--- config.mk ---
export PLATFORM = sky130hd
export DESIGN_NAME = button_short_long_press_detector_core
export DESIGN_NICKNAME = d
export VERILOG_FILES = /design/src/rtl/core/bpd_pkg.sv /design/src/rtl/core/button_short_long_press_detector_core.sv /design/src/rtl/core/bpd_cfg.sv /design/src/rtl/core/bpd_tick.sv
export SDC_FILE = /design/constraint.sdc
export NUM_CORES = 1
export LEC_CHECK = 0
export ABC_AREA = 1
export BUFFER_PORTS_ARGS = -buffer_cell sky130_fd_sc_hd__buf_4
export CAP_MARGIN = 20
export CORE_MARGIN = 2
export CORE_UTILIZATION = 30
export CTS_CLUSTER_DIAMETER = 80
export DETAILED_ROUTE_END_ITERATION = 7
export MAX_ROUTING_LAYER = met4
export PLACE_DENSITY = 0.55
export SETUP_SLACK_MARGIN = 0.15
export SKIP_LAST_GASP = 1
export SLEW_MARGIN = 20
export SYNTH_ARGS = -nofsm -noshare
export SYNTH_HDL_FRONTEND = slang
export SYNTH_SLANG_ARGS = --single-unit
--- constraint.sdc ---
create_clock -name clk -period 2.77 [get_ports clk]
set_input_delay 0.554 -clock clk [delete_from_list [all_inputs] [get_ports clk]]
set_output_delay 0.554 -clock clk [all_outputs]
set_load 0.005 [all_outputs]
--- src/rtl/core/bpd_pkg.sv ---
// Shared types and constants for the button short/long press detector.
// No dependencies; imported by every module of the block.
package bpd_pkg;

	// Field widths fixed by the interface
	localparam int unsigned THR_W     = 16;
	localparam int unsigned EVENT_W   = 2;
	localparam int unsigned CFG_IDX_W = 2;

	// Operation codes
	localparam logic OP_TICK = 1'b0;
	localparam logic OP_READ = 1'b1;

	// Event codes
	localparam logic [EVENT_W-1:0] EV_NONE  = 2'd0;
	localparam logic [EVENT_W-1:0] EV_SHORT = 2'd1;
	localparam logic [EVENT_W-1:0] EV_LONG  = 2'd2;

	// Register indexes
	localparam logic [CFG_IDX_W-1:0] CFG_DEBOUNCE = 2'd0;
	localparam logic [CFG_IDX_W-1:0] CFG_LONG     = 2'd1;

	// Register reset values
	localparam logic [THR_W-1:0] DEBOUNCE_RST = 16'd5;
	localparam logic [THR_W-1:0] LONG_RST     = 16'd500;

	// Threshold set handed from the register file to the tick logic
	typedef struct packed {
		logic [THR_W-1:0] debounce_ticks;
		logic [THR_W-1:0] long_ticks;
	} cfg_t;

endpackage

--- src/rtl/core/button_short_long_press_detector_core.sv ---
// Top level of the button short/long press detector.
// Depends on bpd_pkg, bpd_cfg and bpd_tick.
//
//  channel | signals                                   | handshake
//  --------+-------------------------------------------+-----------------------
//  input   | in_valid, in_stall, operation, pin_level  | valid & !stall
//  result  | out_valid, out_stall, event_res           | valid & !stall
//  config  | cfg_valid, cfg_ready, cfg_index, cfg_data | valid & ready
//
// One item per cycle sustained while out_stall is low; an item passes the
// input register, then the state update writes the result register. Reset
// clears the press state, the pending event and loads the threshold
// defaults. A stalled result holds in its register while the input register
// still fills; in_stall rises only when both hold a beat.
module button_short_long_press_detector_core #(
	parameter int unsigned COUNT_WIDTH = 16
) (
	input  logic                          clk,
	input  logic                          arst_n,
	input  logic                          in_valid,
	output logic                          in_stall,
	input  logic                          operation,
	input  logic                          pin_level,
	output logic                          out_valid,
	input  logic                          out_stall,
	output logic [bpd_pkg::EVENT_W-1:0]   event_res,
	input  logic                          cfg_valid,
	output logic                          cfg_ready,
	input  logic [bpd_pkg::CFG_IDX_W-1:0] cfg_index,
	input  logic [bpd_pkg::THR_W-1:0]     cfg_data
);
	import bpd_pkg::*;

	cfg_t               cfg;
	logic               valid_s1, op_s1, pin_s1;
	logic               advance, in_take;
	logic [EVENT_W-1:0] ev_d;
	logic               out_valid_q;
	logic [EVENT_W-1:0] event_q;

	assign cfg_ready = 1'b1;

	bpd_cfg u_cfg (
		.clk      (clk),
		.arst_n   (arst_n),
		.wr_en    (cfg_valid),
		.wr_index (cfg_index),
		.wr_data  (cfg_data),
		.cfg      (cfg)
	);

	// Stage 1 moves on when the result register is free or being drained
	assign advance  = valid_s1 && (!out_valid_q || !out_stall);
	assign in_stall = valid_s1 && !advance;
	assign in_take  = in_valid && !in_stall;

	// Input register
	always_ff @(posedge clk or negedge arst_n) begin
		if (!arst_n) begin
			valid_s1 <= 1'b0;
		end else if (in_take || advance) begin
			valid_s1 <= in_take;
		end
	end

	always_ff @(posedge clk) begin
		if (in_take) begin
			op_s1  <= operation;
			pin_s1 <= pin_level;
		end
	end

	bpd_tick #(
		.COUNT_WIDTH (COUNT_WIDTH)
	) u_tick (
		.clk       (clk),
		.arst_n    (arst_n),
		.commit    (advance),
		.operation (op_s1),
		.pin_level (pin_s1),
		.cfg       (cfg),
		.event_res (ev_d)
	);

	// Result register
	always_ff @(posedge clk or negedge arst_n) begin
		if (!arst_n) begin
			out_valid_q <= 1'b0;
		end else if (advance) begin
			out_valid_q <= 1'b1;
		end else if (!out_stall) begin
			out_valid_q <= 1'b0;
		end
	end

	always_ff @(posedge clk) begin
		if (advance)
			event_q <= ev_d;
	end

	assign out_valid = out_valid_q;
	assign event_res = event_q;

endmodule

--- src/rtl/core/bpd_cfg.sv ---
// Configuration register file: debounce and long-press thresholds.
// Depends on bpd_pkg.
module bpd_cfg (
	input  logic                           clk,
	input  logic                           arst_n,
	input  logic                           wr_en,
	input  logic [bpd_pkg::CFG_IDX_W-1:0]  wr_index,
	input  logic [bpd_pkg::THR_W-1:0]      wr_data,
	output bpd_pkg::cfg_t                  cfg
);
	import bpd_pkg::*;

	cfg_t cfg_q;

	// Indexed write; unknown indexes are dropped
	always_ff @(posedge clk or negedge arst_n) begin
		if (!arst_n) begin
			cfg_q.debounce_ticks <= DEBOUNCE_RST;
			cfg_q.long_ticks     <= LONG_RST;
		end else if (wr_en) begin
			unique case (wr_index)
				CFG_DEBOUNCE: cfg_q.debounce_ticks <= wr_data;
				CFG_LONG:     cfg_q.long_ticks     <= wr_data;
				default: ;
			endcase
		end
	end

	assign cfg = cfg_q;

endmodule

--- src/rtl/core/bpd_tick.sv ---
// Press timing state and its combinational update for one item.
// Depends on bpd_pkg; driven by the top level's input stage.
module bpd_tick #(
	parameter int unsigned COUNT_WIDTH = 16
) (
	input  logic                          clk,
	input  logic                          arst_n,
	input  logic                          commit,
	input  logic                          operation,
	input  logic                          pin_level,
	input  bpd_pkg::cfg_t                 cfg,
	output logic [bpd_pkg::EVENT_W-1:0]   event_res
);
	import bpd_pkg::*;

	localparam int unsigned CMP_W = (COUNT_WIDTH > THR_W) ? COUNT_WIDTH : THR_W;
	localparam logic [COUNT_WIDTH-1:0] CNT_MAX = {COUNT_WIDTH{1'b1}};

	logic                   prev_pressed_q, press_active_q, short_armed_q;
	logic [COUNT_WIDTH-1:0] elapsed_q;
	logic [EVENT_W-1:0]     pending_q;

	logic                   pressed;
	logic                   active_d, armed_d;
	logic [COUNT_WIDTH-1:0] elapsed_d;
	logic [EVENT_W-1:0]     pending_d;

	assign pressed = ~pin_level;

	// Next state for one sample tick or read
	always_comb begin
		active_d  = press_active_q;
		armed_d   = short_armed_q;
		elapsed_d = elapsed_q;
		pending_d = pending_q;
		event_res = EV_NONE;
		if (operation == OP_READ) begin
			event_res = pending_q;
			pending_d = EV_NONE;
		end else begin
			// press edge starts timing; otherwise count while active
			if (!prev_pressed_q && pressed && !press_active_q) begin
				active_d  = 1'b1;
				elapsed_d = '0;
			end else if (press_active_q && elapsed_q != CNT_MAX) begin
				elapsed_d = elapsed_q + 1'b1;
			end
			// release edge
			if (prev_pressed_q && !pressed && active_d) begin
				active_d = 1'b0;
				if (armed_d) begin
					pending_d = EV_SHORT;
					armed_d   = 1'b0;
				end
			end
			// thresholds
			if (active_d) begin
				if (CMP_W'(elapsed_d) >= CMP_W'(cfg.debounce_ticks))
					armed_d = 1'b1;
				if (CMP_W'(elapsed_d) >= CMP_W'(cfg.long_ticks)) begin
					armed_d   = 1'b0;
					pending_d = EV_LONG;
					active_d  = 1'b0;
				end
			end
		end
	end

	// State registers; reads leave the tick state alone
	always_ff @(posedge clk or negedge arst_n) begin
		if (!arst_n) begin
			prev_pressed_q <= 1'b0;
			press_active_q <= 1'b0;
			short_armed_q  <= 1'b0;
			elapsed_q      <= '0;
			pending_q      <= EV_NONE;
		end else if (commit) begin
			pending_q <= pending_d;
			if (operation == OP_TICK) begin
				prev_pressed_q <= pressed;
				press_active_q <= active_d;
				short_armed_q  <= armed_d;
				elapsed_q      <= elapsed_d;
			end
		end
	end

endmodule
=== Yosys cells after proc, flatten, opt, wreduce, memory -nomap -nowiden ===
Index checks and enable logic that the tools add are counted.

* Word-level logic and storage cells: 60
* Bits of input ports: 25
* Output and inout bits: 5
* Register bits after elaboration: 59

* Reduce and logical (&&, ||, !) cells: 20
* Multiplexer cells: 20
* Equal/unequal tests: 3
* Bitwise logic cells: 2
* Magnitude comparators: 2
* Add/subtract/negate cells: 1

{| class="wikitable"
|+ Operators with widths
! kind !! count
|-
| $mux W16 || 3
|-
| $ge A16 B16 Y1 || 2
|-
| $add A16 B1 Y16 const B || 1
|-
| $ne A16 B16 Y1 const B || 1
|-
| $mux W1 || 12
|-
| $mux W2 || 5
|-
| $logic_and A1 B1 Y1 || 8
|-
| $logic_not A1 Y1 || 6
|-
| $reduce_and A2 Y1 || 3
|-
| $eq A2 B1 Y1 const B || 1
|-
| $logic_not A2 Y1 || 1
|-
| $logic_or A1 B1 Y1 || 2
|-
| $ne A2 B1 Y1 const B || 1
|-
| $not A1 Y1 || 2
|}

=== Depth between registers and ports, before layout ===
Gate-level depths: netlist of the first run.

* Depth after elaboration: 10
* Depth in mapped cells: 24
* Gate-level depth less buffers: 23

=== Cells and area by module ===
Synthesis of the first run repeated with hierarchy kept, for this count alone.

* Cell total of the unflattened synthesis: 541
* Area total of the unflattened synthesis: 4012.6 um2

{| class="wikitable"
|+ Modules (own cells, without submodules)
! module !! area an instance (um2) !! seq. area each (um2) !! instances !! cells an instance
|-
| bpd_tick || 2427.3 || 525.5 || 1 || 381
|-
| bpd_cfg || 1358.8 || 810.8 || 1 || 142
|-
| button_short_long_press_detector_core || 226.5 || 170.2 || 1 || 18
|}

=== Worst setup path before layout of the first run ===
Ideal clock, no wire load.

* Path type: register -> register
* Start: reg u_tick.elapsed_q[0]
* End: reg u_tick.pending_q[1]
* Stages on the path, launching flop included: 21
* Clock period less this slack: 2.502 ns
* Path buffers: 1
* Data arrival time: 2.386 ns
* Required time: 2.653 ns
* Setup time: 0.117 ns
* Path slack: 0.268 ns
* Cells stage by stage: dfrtp_1 ha_1 nand2_2 nor2_4 nand2_1 nand3b_1 nand2_2 inv_2 buf_6 nand2_2 a21oi_1 ha_1 nand2_1 o21bai_1 nand2_1 a21oi_1 nand3_1 nand2_1 nand2_1 nand2_1 nand2_1

* Cells in the longest elaborated chain, start to end: 9
* Elaborated cells on any way between the ends: 10
* Classes of those cells: 1 x add/sub; 1 x order compare; 1 x eq/ne; 6 x mux; 1 x reduce/logical

{| class="wikitable"
|+ RTL lines
! item !! RTL line !! RTL
|-
| start: declaration || bpd_tick.sv:20 || <nowiki>logic [COUNT_WIDTH-1:0] elapsed_q;</nowiki>
|-
| start signal: assignment || bpd_tick.sv:83 || <nowiki>elapsed_q <= elapsed_d;</nowiki>
|-
| branches (longest 2 deep; another with $add A16 B1 Y16) || -- ||
|-
| $mux W16 (*) || bpd_tick.sv:45 || <nowiki>end else if (press_active_q && elapsed_q != CNT_MAX) begin</nowiki>
|-
| $mux W16 (*) || bpd_tick.sv:42 || <nowiki>if (!prev_pressed_q && pressed && !press_active_q) begin</nowiki>
|-
| $mux W16 (*) || bpd_tick.sv:37 || <nowiki>if (operation == OP_READ) begin</nowiki>
|-
| named net u_tick.elapsed_d[15] || bpd_tick.sv:25 || <nowiki>logic [COUNT_WIDTH-1:0] elapsed_d;</nowiki>
|-
| $ge A16 B16 Y1 (*) || bpd_tick.sv:60 || <nowiki>if (CMP_W'(elapsed_d) >= CMP_W'(cfg.long_ticks)) begin</nowiki>
|-
| $mux W2 (*) || bpd_tick.sv:60 ||
|-
| $mux W2 (*) || bpd_tick.sv:57 || <nowiki>if (active_d) begin</nowiki>
|-
| $mux W2 (*) || bpd_tick.sv:37 ||
|-
| end signal: assignment || bpd_tick.sv:78 || <nowiki>pending_q <= pending_d;</nowiki>
|-
| end: declaration || bpd_tick.sv:21 || <nowiki>logic [EVENT_W-1:0] pending_q;</nowiki>
|}

Mark *: on every way through the listed nets, which the timed path passes. The select of a mux whose other input is x is not followed.
A chain may end at the register's enable or synchronous reset.

=== Worst setup path after layout of the first run ===
Ends and elaborated chain as after synthesis.

==> results of run 1 <==
sequential cells by signal (all words and copies together) (netlist names):
| signal | cells |
|---|---|
| u_tick.prev_pressed_q | 1 |
| event_res | 2 |
| out_valid | 1 |
| u_tick.pending_q | 2 |
| u_tick.elapsed_q | 16 |
| pin_s1 | 1 |
| valid_s1 | 1 |
| u_cfg.cfg | 32 |
| u_tick.short_armed_q | 1 |
| op_s1 | 1 |
| u_tick.press_active_q | 1 |
kinds of logic after synthesis:
group / share of synthesized area (%)
other cells: 0.0967
flops: 38.8
simple gates: 26.4
xor+xnor: 2.48
fa+ha+maj: 10.6
buf+inv: 10.8
compound gates: 10.8
Yosys cell counts, types with 7 or more instances:
master,count,area [um2]
nand2_1,149,559
inv_1,87,327
dfrtp_1,47,1180
o21ai_0,36,180
ha_1,33,413
nand3_1,32,160
nor2_1,26,97.6
a21oi_1,23,115
nand2_2,12,75.1
clkbuf_1,9,33.8
dfstp_2,8,210
nor3_1,8,40.0
o21ai_1,8,40.0
xor2_1,7,61.3
what timing repair did:
action,CTS,global route
setup buffers,3,5
setup endpoints to repair,4,4
hold buffers,0,0
gates resized for setup,18,37
cloned,0,1
pin swaps,8,29
cells in the final DEF (no fill, tap or decap), drive strengths merged:
cell type,count
a21oi,23
bufinv,1
a21o,2
xor2,7
nand4,6
dfstp,8
nand3,33
clkinvlp,1
nor2,29
edfxtp,4
dfrtp,47
o21ai,50
o21bai,2
buf,65
nor3,8
clkinv,5
xnor2,4
nand3b,2
clkbuf,9
ha,33
conb,1
inv,89
nand2,161
worst paths after layout:
check / start / end / slack, ns / cells past startpoint
setup reg to reg: u_tick.elapsed_q[0] / u_tick.pending_q[1] / 0.07 / 22
setup / recovery: u_tick.elapsed_q[0] / u_tick.pending_q[1] / 0.07 / 22
max in group asynchronous: arst_n / u_cfg.cfg[26] / 2.00 / 1
hold / removal: arst_n / u_tick.elapsed_q[8] / 0.27 / 1
hold reg to reg: valid_s1 / out_valid / 0.46 / 2
min in group clk: pin_level / pin_s1 / 0.39 / 1
per-layer routing:
layer / global-route usage, % / up-vias / share of wire, %
li1: - / 1781 / -
met1: 19.5 / 1572 / 49
met2: 22.3 / 52 / 46
met3: 2.62 / 18 / 3.1
met4: 6.48 / 0 / 2.1
met5: - / - / 0
cell type report:
class	instances	area [um2]	area share [%]
clock buffers	9	225	4.49
clock inverters	7	58.8	1.17
inverters	89	337	6.71
multi-input cells	361	2170	43.3
flip-flops and latches	59	1510	30.0
well taps	172	215	4.29
repair buffers	65	503	10.0
power by group through the flow:
stage               clock (mW)  sequential (mW)  combinational [mW]
detailed placement           0             1.11               0.895
CTS                       1.11             1.09               0.935
finish                    1.08             1.10                1.05
floorplan                    0             1.09               0.640
global placement             0             1.10               0.882
global route              1.15             1.11                1.19
through the flow:
stage	instances	instance area (um2)
after floorplan	524	3880
after detailed placement	737	4430
after CTS	756	4800
final	762	5020
after global routing	762	5020
after global placement	737	4430
==> results.md, run 1 <==
* Outcome: finished, final reports clean
* Max rail drop VDD at 0.000467 V
* Layout area overhead at 29.3%
* Vias in the first global route at about 3400
* Fill count at around 1300
* CTS clock-pin slew for the worst setup and hold paths at 0.05 ns
* Power density over the cells at roughly 640 nW/um2
* Final Power at between 3 and 4 mW
* Hold Slack at roughly 0.27 ns
* Final worst setup slack at between 0.06 and 0.07 ns
* Drt pass-1 iters at 4
* Crit-path cells: ha_2 > nand2_2 > nor2_4 > nand2_2 > nand3b_1 > nand2_4 > buf_6 > nand2_4 > o21ai_4 > inv_2 > nor2_4 > ha_4 > a21oi_2 > nor2_1 > nor2_1 > nand2_2 > nand2_2 > nand3_2 > nand2_2 > nand2_1 > nand2_1 > nand2_1
* DRC Markers at 0
* RSZ-0062 raised after global routing: true
* Share of layout cells above drive strength 1 at around a quarter
* Net Sw Frac at a little over a third
* Dominant synthesized flop cell: dfrtp_1
* H-Tree Depth at 3
* Final setup vio count at 0
* First-pass GRT wire length at between 15 and 20 mm
* Max stage delay cell, worst path: dfrtp_1
* Seq pwr share at around 34%
* DR vias at about 3400
* Syn Nets at 582
* Pins Over Slew Limit at 0
* Max Cap Viol at 0
* LEAKAGE at between 2 and 3 nW
* Mapped Area at just under 4000 um2
* Placer Congestion at about 0.9
* Initial antenna violation count at 0
* Worst-Skew Late Latency at about 0.33 ns
* Yosys cell types at 29
* Combinational fraction of design power at between 30 and 40%
* Starting Density at a little under a third
* Setup slack at placement at -0.103 ns
* Largest net degree at the start of global routing at 56
* ANT nets after route at 0
* CTS Buf Count at 9
* Via-to-Cell Ratio at 4.49
* #FFs+latches synth at slightly below 60
* Slowest stage delay, CP at ~0.36 ns
* Num ports at 30
* Max Clk Rate at around 370 MHz
* Clock buffer depth at 2
* Antenna cell count at 0
* Tightest Pin Transition at roughly 0.93 ns
* Worst Clk Skew at slightly below 0.004 ns
* Power Internal at around 2.1 mW
* Core ar. at about 13000 um2
* Critical Path Sink Type: flop
* Synth Area per Inst at between 7 and 8 um2
* DRT iter0 DRCs at roughly 150
* YS warnings at 0
* Worst slew margin at between 30% and 40%
* Worst Path Arrival at ~2.9 ns
* Finished Core Util at about two fifths
* Delay-heaviest family, CP: simple AND/OR/NAND/NOR gates
* Input/output buffers at 28
* Gr usage total at approximately 15%
* Full die area at ~14000 um2
* CTS tree: yes
* Detailed Place HPWL at about 6.9 mm
* Hold crit path type: in2async
* Final period util at between 90% and 100%
* Remaining Overflow, GRT at 0
* Final Hold Vio Count at 0
* Min cycle time layout at between 2 and 3 ns
* Ys async rst share at between 90% and 100%
* EDFF count, synth at 4
* Part of the power in the clock network at between 30% and 40%
* CTS sink cnt at between 50 and 60
* Worst path buffer plus inverter count at 2
* Clk root buf: clkbuf_16
* Die width at ~120 um
* Startpoint types: flop
* Sequential share of the synthesized area at between 30% and 40%
* Setup TNS at 0 ns
* Most used cell, CP: nand2_2
* DIE HEIGHT at approximately 120 um
* Total wire length at ~9.5 mm
* CP required at 3.00 ns
* Std-Cell Rows at 41
* Mapped Cells at around 520
* WL/cell at about 12 um
* Crit path kind: reg2reg
* Worst Path Max Fanout at 5
* Final net count at ~640
* Net Sw Power at between 1 and 1.5 mW
Power figures use the tool's default switching activity.
==> run 2, diff against run 1 <==
--- a/config.mk
+++ b/config.mk
@@ -14,7 +14,6 @@
 export DETAILED_ROUTE_END_ITERATION = 7
 export MAX_ROUTING_LAYER = met4
 export PLACE_DENSITY = 0.55
-export SETUP_SLACK_MARGIN = 0.15
 export SKIP_LAST_GASP = 1
 export SLEW_MARGIN = 20
 export SYNTH_ARGS = -nofsm -noshare
==> run 2 against run 1 <==
Count of clock-buffer cells in the layout unchanged; clock power about the same; maximum frequency is 0.19% higher; clock skew is essentially flat; cell count fell by 0.13%; largest cell class unchanged; die area unchanged; hold slack improved by 0.0034 ns; via count is 0.23% lower; highest routed layer unchanged; first-iteration DRC count grew 4.6%; flip-flop and latch count unchanged; critical endpoint unchanged; sequential share of layout area grew 0.49 points; global-route usage about the same.
==> results.md, run 2 (synthesis gave the netlist of run 1 again) <==
* Num ports at 30 (unchanged)
* Final net count at 642 (was 643)
* Met3 wire len at 319 um (was 293 um)
* H-Tree Depth at 3 (unchanged)
* ANT nets after route at 0 (unchanged)
* Worst slew margin at 38.2% (was 38.0%)
* Setup slack at placement at -0.103 ns (unchanged)
* Area after DPL at 4430 um2 (unchanged)
* Worst Clk Skew at 0.00379 ns (was 0.00384 ns)
* Final period util at 97.5% (was 97.6%)
* Clock buffer depth at 2 (unchanged)
* Max Clk Rate at 370 MHz (about the same)
* Drt pass-1 iters at 6 (was 4)
* DR vias at 3415 (was 3423)
* Startpoint types: flop (unchanged)
* Remaining Overflow, GRT at 0 (unchanged)
* Die width at 118 um (unchanged)
* CTS clock-pin slew for the worst setup and hold paths at 0.05 ns (about the same)
* DIE HEIGHT at 118 um (unchanged)
* Via-to-Cell Ratio at 4.49 (about the same)
* Top Layer Used: met4 (unchanged)
* Core ar. at 12600 um2 (unchanged)
* Most common cell after layout, fill and taps aside: nand2_1 (unchanged)
* Tightest Pin Transition at 0.925 ns (was 0.927 ns)
* Std-Cell Rows at 41 (unchanged)
* WL/cell at 12.4 um (was 12.5 um)
* Max reg flops at 32 (unchanged)
* Clk root buf: clkbuf_16 (unchanged)
* Max rail drop VDD at 0.000466 V (was 0.000467 V)
* Layout area overhead at 27.2% (was 29.3%)
* CP required at 3.00 ns (about the same)
* Pins Over Slew Limit at 0 (unchanged)
* Final Hold Vio Count at 0 (unchanged)
* Hold Slack at 0.275 ns (was 0.272 ns)
* Final setup vio count at 0 (unchanged)
* Detailed Place HPWL at 6.94 mm (unchanged)
* Antenna cell count at 0 (unchanged)
* First-pass GRT wire length at 15.9 mm (was 16.0 mm)
* Crit path kind: reg2reg (unchanged)
* Final worst setup slack at 0.0702 ns (was 0.0652 ns)
* Design Area, Final at 4930 um2 (was 5020 um2)
* Worst Path Max Fanout at 5 (unchanged)
* Min cycle time layout at 2.70 ns (about the same)
* Initial antenna violation count at 0 (unchanged)
* Share of layout cells above drive strength 1 at 24.3% (was 25.3%)
* Max Cap Viol at 0 (unchanged)
* Full die area at 13900 um2 (unchanged)
* Worst Path Arrival at 2.92 ns (was 2.93 ns)
* Vias in the first global route at 3337 (was 3365)
* Post-route insts no fill at 761 (was 762)
* Wl on met1 at 4.70 mm (was 4.63 mm)
* Placer Congestion at 0.902 (unchanged)
* Cell count after placement at 737 (unchanged)
* CTS tree: yes (unchanged)
* Critical Path Sink Type: flop (unchanged)
* DRC Markers at 0 (unchanged)
* Largest net degree at the start of global routing at 56 (unchanged)
* Gr usage total at 14.8% (about the same)
* DRT iter0 DRCs at 159 (was 152)
* CTS sink cnt at 59 (unchanged)
* Input/output buffers at 28 (unchanged)
* CTS Buf Count at 9 (unchanged)
* Fill count at 1341 (was 1334)
* Starting Density at 30.7% (unchanged)
* Final Power at 3.18 mW (was 3.22 mW)
* Total wire length at 9.44 mm (was 9.51 mm)
* LEAKAGE at 2.54 nW (was 2.57 nW)
* Hold crit path type: in2async (unchanged)
* Worst-Skew Late Latency at 0.33 ns (about the same)
* RSZ-0062 raised after global routing: true (unchanged)
* Met2 WL at 4.25 mm (was 4.39 mm)
* Crit path from: u_tick.elapsed_q[0] (unchanged)
* Reg2Reg Launch Point: u_tick.elapsed_q[0] (unchanged)
* Most frequent cells in the layout: nand2_1 (140), inv_1 (85), buf_4 (60), dfrtp_1 (47), o21ai_0 (36) (was nand2_1 (138), inv_1 (84), buf_4 (61), dfrtp_1 (47), o21ai_0 (36))
* Power density over the cells at 645 nW/um2 (was 642 nW/um2)
* Outcome: finished, final reports clean (unchanged)
[run 2: cell count changes in the layout (fill, tap and decap cells not counted), sizes merged]
cell / before / now
buf: 65 / 64
[run 2: layout make-up]
cell class / instances / area, um2 / area share, %
Clock buffer: 9 / 225 / 4.56
Multi-Input combinational cell: 361 / 2100 / 42.5
Inverter: 89 / 337 / 6.82
Timing Repair Buffer: 64 / 495 / 10.0
Tap cell: 172 / 215 / 4.36
Clock inverter: 7 / 58.8 / 1.19
Sequential cell: 59 / 1510 / 30.5
[run 2: what timing repair did]
item	in CTS	in global routing
resized for setup	4	39
endpoints found under the setup margin	3	4
pin swaps	0	17
endpoints found under the hold margin	0	0
gates cloned	0	1
hold buffers	0	0
buffers inserted	0	7
[run 2: where the power goes]
group | switching, mW | internal, mW
logic | 0.611 | 0.402
clock network | 0.393 | 0.682
registers | 0.0879 | 1.01
[run 2: routing by layer]
metal | global-route usage (%) | vias up
met5 | - | -
met4 | 5.35 | 0
met3 | 3.49 | 13
met2 | 22.3 | 55
met1 | 19.3 | 1571
li1 | - | 1776
[run 2: path summary, 6_finish.rpt]
kind                                        to  slack, ns  depth (start not counted)
min                        u_tick.elapsed_q[8]       0.28                          1
min in group clk                        pin_s1       0.40                          1
min reg2reg                          out_valid       0.46                          2
max                        u_tick.pending_q[1]       0.07                         19
max reg2reg                u_tick.pending_q[1]       0.07                         19
max in group asynchronous        u_cfg.cfg[26]       1.99                          1
[run 2: stage by stage]
stage	util [%]	setup TNS (ns)
after CTS	37.5	-0.0568
after global placement	35.1	-0.0185
after floorplan	-	0
after detailed placement	35.1	-0.221
after global routing	39.1	-0.307
final	39.1	0
[run 2: critical path, cell delays in order (launching register included)]
cell      delay, ns
dfrtp_1        0.35
ha_2           0.19
nand2_2        0.07
nor2_4         0.10
nand2_2        0.06
nand3b_1       0.20
nand2_4        0.16
buf_6          0.13
nand2_1        0.08
a21oi_2        0.20
ha_1           0.28
a21o_1         0.16
nor2_1         0.12
nand2_2        0.09
nand2_2        0.06
nand3_2        0.08
nand2_2        0.10
nand2_1        0.05
nand2_1        0.05
nand2_1        0.04
==> run 3, diff against run 2 <==
--- a/config.mk
+++ b/config.mk
@@ -12,8 +12,10 @@
 export CORE_UTILIZATION = 30
 export CTS_CLUSTER_DIAMETER = 80
 export DETAILED_ROUTE_END_ITERATION = 7
+export HOLD_SLACK_MARGIN = 0.15
 export MAX_ROUTING_LAYER = met4
 export PLACE_DENSITY = 0.55
+export RECOVER_POWER = 25
 export SKIP_LAST_GASP = 1
 export SLEW_MARGIN = 20
 export SYNTH_ARGS = -nofsm -noshare
==> run 3 against run 2 <==
First-iteration DRC count is the same; register-to-register slack is essentially flat; clock power is essentially flat; count of clock-buffer cells in the layout is the same; global-route usage is the same; largest cell class unchanged; cell count is the same.
==> results.md, run 3 (synthesis gave the netlist of run 1 again) <==
* Max rail drop VDD at 0.000466 V (unchanged)
* Detailed Place HPWL at 6.94 mm (unchanged)
* Worst Path Arrival at 2.92 ns (about the same)
* Final net count at 642 (unchanged)
* Max reg flops at 32 (unchanged)
* Share of layout cells above drive strength 1 at 24.3% (unchanged)
* ANT nets after route at 0 (unchanged)
* Setup TNS at 0 ns (unchanged)
* Die width at 118 um (unchanged)
* CTS Buf Count at 9 (unchanged)
* Crit-path cells: ha_2 > nand2_2 > nor2_4 > nand2_2 > nand3b_1 > nand2_4 > buf_6 > nand2_1 > a21oi_2 > ha_1 > a21o_1 > nor2_1 > nand2_2 > nand2_2 > nand3_2 > nand2_2 > nand2_1 > nand2_1 > nand2_1 (unchanged)
* Design Area, Final at 4930 um2 (about the same)
* Pins Over Slew Limit at 0 (unchanged)
* Most used cell, CP: nand2_2 (unchanged)
* Final worst setup slack at 0.0698 ns (was 0.0702 ns)
* Crit path kind: reg2reg (unchanged)
* Combined area of the multi-input logic cells at 2100 um2 (unchanged)
* Num ports at 30 (unchanged)
* Max Clk Rate at 370 MHz (about the same)
* Drt pass-1 iters at 4 (was 6)
* Area after DPL at 4430 um2 (unchanged)
* Remaining Overflow, GRT at 0 (unchanged)
* Critical Path Sink Type: flop (unchanged)
* Final setup vio count at 0 (unchanged)
* Final Power at 3.18 mW (about the same)
* Outcome: finished, final reports clean (unchanged)
* CTS sink cnt at 59 (unchanged)
* Initial antenna violation count at 0 (unchanged)
* Input/output buffers at 28 (unchanged)
* Total wire length at 9.44 mm (about the same)
* Hold crit path type: in2reg (was in2async)
* Tightest Pin Transition at 1.45 ns (was 0.925 ns)
* Max stage delay cell, worst path: dfrtp_1 (unchanged)
* Std-Cell Rows at 41 (unchanged)
* Most common cell after layout, fill and taps aside: nand2_1 (unchanged)
* WL/cell at 12.4 um (about the same)
* DR vias at 3413 (was 3415)
* RSZ-0062 raised after global routing: true (unchanged)
* Final Hold Vio Count at 0 (unchanged)
* Hold Slack at 0.419 ns (was 0.275 ns)
* Min cycle time layout at 2.70 ns (about the same)
* DRT iter0 DRCs at 159 (unchanged)
* Placer Congestion at 0.902 (unchanged)
* Met3 GRT Util at 3.49% (unchanged)
* H-Tree Depth at 3 (unchanged)
* CTS clock-pin slew for the worst setup and hold paths at 0.05 ns (about the same)
* Clock buffer depth at 2 (unchanged)
* Starting Density at 30.7% (unchanged)
* Full die area at 13900 um2 (unchanged)
* Final period util at 97.5% (about the same)
* Worst-Skew Late Latency at 0.33 ns (about the same)
* M1 GR Usage at 19.3% (unchanged)
* Core ar. at 12600 um2 (unchanged)
* Most frequent cells in the layout: nand2_1 (140), inv_1 (85), buf_4 (57), dfrtp_1 (47), o21ai_0 (36) (was nand2_1 (140), inv_1 (85), buf_4 (60), dfrtp_1 (47), o21ai_0 (36))
* Gr usage total at 14.8% (unchanged)
* Fill count at 1340 (was 1341)
* Slowest stage delay, CP at 0.35 ns (about the same)
* Met2 GRT Util at 22.3% (unchanged)
* CTS tree: yes (unchanged)
* DRC Markers at 0 (unchanged)
* Via-to-Cell Ratio at 4.48 (was 4.49)
* Cell count after placement at 737 (unchanged)
* Startpoint types: flop (unchanged)
* Antenna cell count at 0 (unchanged)
* Max Cap Viol at 0 (unchanged)
* Vias in the first global route at 3337 (unchanged)
* LEAKAGE at 2.54 nW (about the same)
* Setup slack at placement at -0.103 ns (unchanged)
* Worst slew margin at 3.49% (was 38.2%)
* Register area at 1510 um2 (unchanged)
* Worst Clk Skew at 0.00406 ns (was 0.00379 ns)
* Finished Core Util at 39.1% (about the same)
* CP required at 2.99 ns (was 3.00 ns)
* Layout area overhead at 27.1% (was 27.2%)
* DIE HEIGHT at 118 um (unchanged)
* Clk root buf: clkbuf_16 (unchanged)
* Power density over the cells at 645 nW/um2 (about the same)
* Post-route insts no fill at 761 (unchanged)
* Top Usage Layer GRT: met2 (unchanged)
* Worst Path Max Fanout at 5 (unchanged)
* Largest net degree at the start of global routing at 56 (unchanged)
* First-pass GRT wire length at 15.9 mm (unchanged)
run 3: cell types whose count changed in the layout (fill, tap and decap cells not counted):
cell      before  now
clkbuf_4       0    2
clkbuf_2       0    1
buf_4         60   57
run 3: timing repair:
item                       4_1_cts  5_1_grt
resized for setup                4       39
setup endpoints to repair        3        4
hold buffers                     0        0
pin swaps                        0       17
cloned                           0        1
buffers inserted                 0        7
run 3: final cells by class:
cell class                 count  area share [%]
multi-input combinational    361            42.5
inverter                      89            6.82
clock buffer                   9            4.57
clock inverter                 7            1.19
tap                          172            4.36
sequential                    59            30.5
timing repair buffer          64            9.99
run 3: worst paths after layout:
path                                       end                 from  cells past startpoint  slack, ns
max reg2reg                u_tick.pending_q[1]  u_tick.elapsed_q[0]                     19       0.07
max                        u_tick.pending_q[1]  u_tick.elapsed_q[0]                     19       0.07
min reg2reg                          out_valid             valid_s1                      2       0.46
min                                     pin_s1            pin_level                      1       0.42
min in group asynchronous  u_tick.elapsed_q[8]               arst_n                      1       0.55
max in group asynchronous        u_cfg.cfg[26]               arst_n                      1       1.33
run 3: power by group:
part	internal, mW	leakage [nW]	total, mW	switching [mW]
clock network	0.682	0.138	1.08	0.393
logic	0.401	1.67	1.01	0.611
registers	1.01	0.731	1.09	0.0879
total	2.09	2.54	3.18	1.09
run 3: metal layers:
metal	wire length (um)	part of all wire, %	up-vias
li1	-	-	1777
met1	4680	50	1570
met2	4260	45	53
met3	336	3.6	13
met4	166	1.8	0
met5	0	0	-
run 3: worst max-delay path: cells and delay by family, from the launching register on:
family / cells / cell delay, ns
AO/OA/AOI/OAI: 2 / 0.36
AND/OR/NAND/NOR: 14 / 1.26
adder cells (fa/ha/maj): 2 / 0.47
flip-flops: 1 / 0.35
buffers and inverters: 1 / 0.13
